File: src/sv/trta_ram.sv
module trta_ram #(
    parameter int WIDTH = 8,
    parameter int DEPTH = 2
) (
    input  logic                     clk,
    input  logic                     we,
    input  logic [$clog2(DEPTH)-1:0] waddr,
    input  logic [WIDTH-1:0]         wdata,
    input  logic [$clog2(DEPTH)-1:0] raddr,
    output logic [WIDTH-1:0]         rdata
);

    logic [WIDTH-1:0] mem_reg [DEPTH];
    logic [WIDTH-1:0] rdata_reg;

    always_ff @(posedge clk)
    begin
        if (we)
        begin
            mem_reg[waddr] <= wdata;
        end
        rdata_reg <= mem_reg[raddr];
    end

    assign rdata = rdata_reg;

endmodule

File: config.mk
export PLATFORM = sky130hd
export DESIGN_NAME = trta_ram
export DESIGN_NICKNAME = d
export VERILOG_FILES = /design/src/sv/trta_ram.sv
export SDC_FILE = /design/constraint.sdc
export NUM_CORES = 1
export LEC_CHECK = 0
export BUFFER_PORTS_ARGS = -buffer_cell sky130_fd_sc_hd__buf_4
export CAP_MARGIN = 20
export CORE_UTILIZATION = 30
export CTS_BUF_LIST = sky130_fd_sc_hd__clkbuf_8 sky130_fd_sc_hd__clkbuf_16
export CTS_CLUSTER_DIAMETER = 40
export DETAILED_ROUTE_END_ITERATION = 8
export PLACE_DENSITY_LB_ADDON = 0.05
export RECOVER_POWER = 25
export SLEW_MARGIN = 10
export SYNTH_ARGS = -nofsm -noshare
export SYNTH_HDL_FRONTEND = slang
export SYNTH_SLANG_ARGS = --single-unit
export TNS_END_PERCENT = 100
File: constraint.sdc
create_clock -name clk -period 2.9 [get_ports clk]
set_input_delay 0.58 -clock clk [delete_from_list [all_inputs] [get_ports clk]]
set_output_delay 0.58 -clock clk [all_outputs]
set_load 0.05 [all_outputs]
==> results.md <==
- Status: complete, no violations
- Ys async rst share: 0%
- Fillcell total: 240
- Slew margin rel.: 49.7%
- Avg WL per Cell: 12.6 µm
- CTS tree: yes
- Initial Util: 31.7%
- Cell Pwr Density: 704 mW/mm²
- RSZ-0062 raised after global routing: false
- Synth cell types: 6
- Syn Nets: 47
- Share of cells above drive strength 1: a little over half
- Antenna violations before repair: 0
- CP arrival: 1270 ps
- Detailed-route via count: 362
- Vias in the first global route: 379
- Cell row count: 18
- Ys Warns: 0
- Layout area overhead: 28.1%
- Clk_lat worst skew: about 260 ps
- Routed vias/inst: 4.16
- Final Hold Vio Count: 0
- # IOs: 20
- Final GP Congestion: ~0.64
- Synth top area share: between 60 and 70%
- Number of I/O port buffers: 19
- Total setup buffers inserted after CTS: 0
- CTS Buffer Depth: 2
- Syn avg cell area: between 20 and 25 µm²
- Critical Path End Type: flip-flop
- Synthesized flop and latch total: 24
- Total CTS buffers: 3
- Grt total ovfl: 0
- WP data required: ~2800 ps
- CTS H-tree lvls: 1
- Chip width: between 50 and 60 µm
- # diodes: 0
- Post-Route WL: approximately 1100 µm
- First-pass GRT wire length: around 1600 µm
- Max Cap Viol: 0
- Leakage power: 0.403 nW
- Achievable Freq: 0.725 GHz
- Die Height: 53.1 µm
- Max Clock Skew: 0.918 ps
- Nets: 70
- Sequential area share after synthesis: 81.7%
- Post-CTS Resized: 0
- Final setup violating endpoints: 0
- Tot GR Track Use: 8.89%
- Hold Buf Count CTS: 0
- Final Cycle Share: 47.5%
- Clock transition at path regs: 80 ps
- Post-Syn Instances: 35
- Largest cells by area after synthesis: edfxtp_1 61%, dfxtp_1 20%, mux2_4 15%
- Total Neg Setup Slack: 0 ps
- Clock sinks: 24
- CP Max Fanout: 8
- Post-synth EDFFs: 16
- Count of final max-slew check failures: 0
- Pin count of the biggest net entering global routing: 14
- Core area: 0.00248 mm²
- Synth top cells by count: 16 x edfxtp_1, 8 x dfxtp_1, 8 x mux2_4
- Crit path kind: in2reg
- Top_reg_cell synth: edfxtp_1
- Drt initial violations: 3
- Largest area contributor in the netlist: edfxtp_1
- Slowest stage delay, CP: 580 ps
- Slowest stage cell, crit path: nor2b_1
- 1st-pass router iterations: 4
- Post-Place Cell Area: 953 µm²
- Worst min-delay path category: reg2reg
- Crit-path cells: buf_4 > nor2b_1
- Worst Max-Slew Pin Slew: 753 ps
- Crit path max-delay family: simple AND/OR/NAND/NOR gates
- Max reg flops: 16
- Final Critical Period: roughly 1400 ps
- WP buf/inv: 1
- Post-Syn Area: 785 µm²
- Die Footprint: approximately 0.0028 mm²
- Most frequent cell after synthesis: edfxtp_1
- Fin area: 0.00100 mm²
- Critical Path Start Type: input pin
- Worst vdd ir: between 0.3 and 0.4 mV
- Remaining DRCs: 0
- Root Buffer: clkbuf_8
- Final ANT Viol Nets: 0
[kinds of logic (layout without fill, tap and decap cells)]
| kind of cell | Yosys count | count (layout) | synth area share [%] |
|---|---|---|---|
| muxes | 8 | 8 | 15.3 |
| DFF | 24 | 24 | 81.7 |
| buffers and inverters | 1 | 23 | 1.44 |
| and+or+nand+nor | 2 | 2 | 1.60 |
[placed cells by master (no fill, tap or decap), drive strengths merged]
master  count
and2        1
buf        12
clkbuf     11
dfxtp       8
edfxtp     16
mux2        8
nor2b       1
[cell type report]
| type | count | area (µm²) | share of cell area (%) |
|---|---|---|---|
| sequential | 24 | 641 | 63.8 |
| multi-input combinational | 10 | 133 | 13.2 |
| timing repair buffer | 19 | 139 | 13.8 |
| tap | 30 | 37.5 | 3.74 |
| clock buffer | 4 | 55.1 | 5.48 |
[worst paths after layout]
| kind | from | to | slack [ps] | cells after the start |
|---|---|---|---|---|
| max reg2reg | mem_reg[0][6]$_DFFE_PP_ | rdata[6]$_DFF_P_ | 2140 | 1 |
| min | mem_reg[0][4]$_DFFE_PP_ | rdata[4]$_DFF_P_ | 480 | 1 |
| min reg2reg | mem_reg[0][4]$_DFFE_PP_ | rdata[4]$_DFF_P_ | 480 | 1 |
| max | waddr | mem_reg[0][4]$_DFFE_PP_ | 1520 | 2 |
[metal layers]
metal | wire [µm] | GRT usage (%)
met5 | 0 | 0
met4 | 0 | 1.32
met3 | 91 | 6.03
met2 | 636 | 16.7
met1 | 372 | 7.80
[power breakdown]
| group | internal, mW | switching [mW] | total (mW) |
|---|---|---|---|
| clock | 0.121 | 0.0988 | 0.220 |
| combinational | 0.0366 | 0.0527 | 0.0893 |
| sequential | 0.392 | 0.00655 | 0.398 |
| total | 0.549 | 0.158 | 0.707 |
[metrics by stage]
step	hold slack, ps	total power, mW	util, %	instances	setup WS, ps
detailed placement	458	0.498	38.5	83	1190
global placement	455	0.495	38.5	83	1300
CTS	479	0.719	40.7	87	1480
floorplan	452	0.465	-	35	1530
finish	476	0.707	40.6	87	1520
global route	488	0.736	40.6	87	1440
Power figures use the tool's default switching activity.
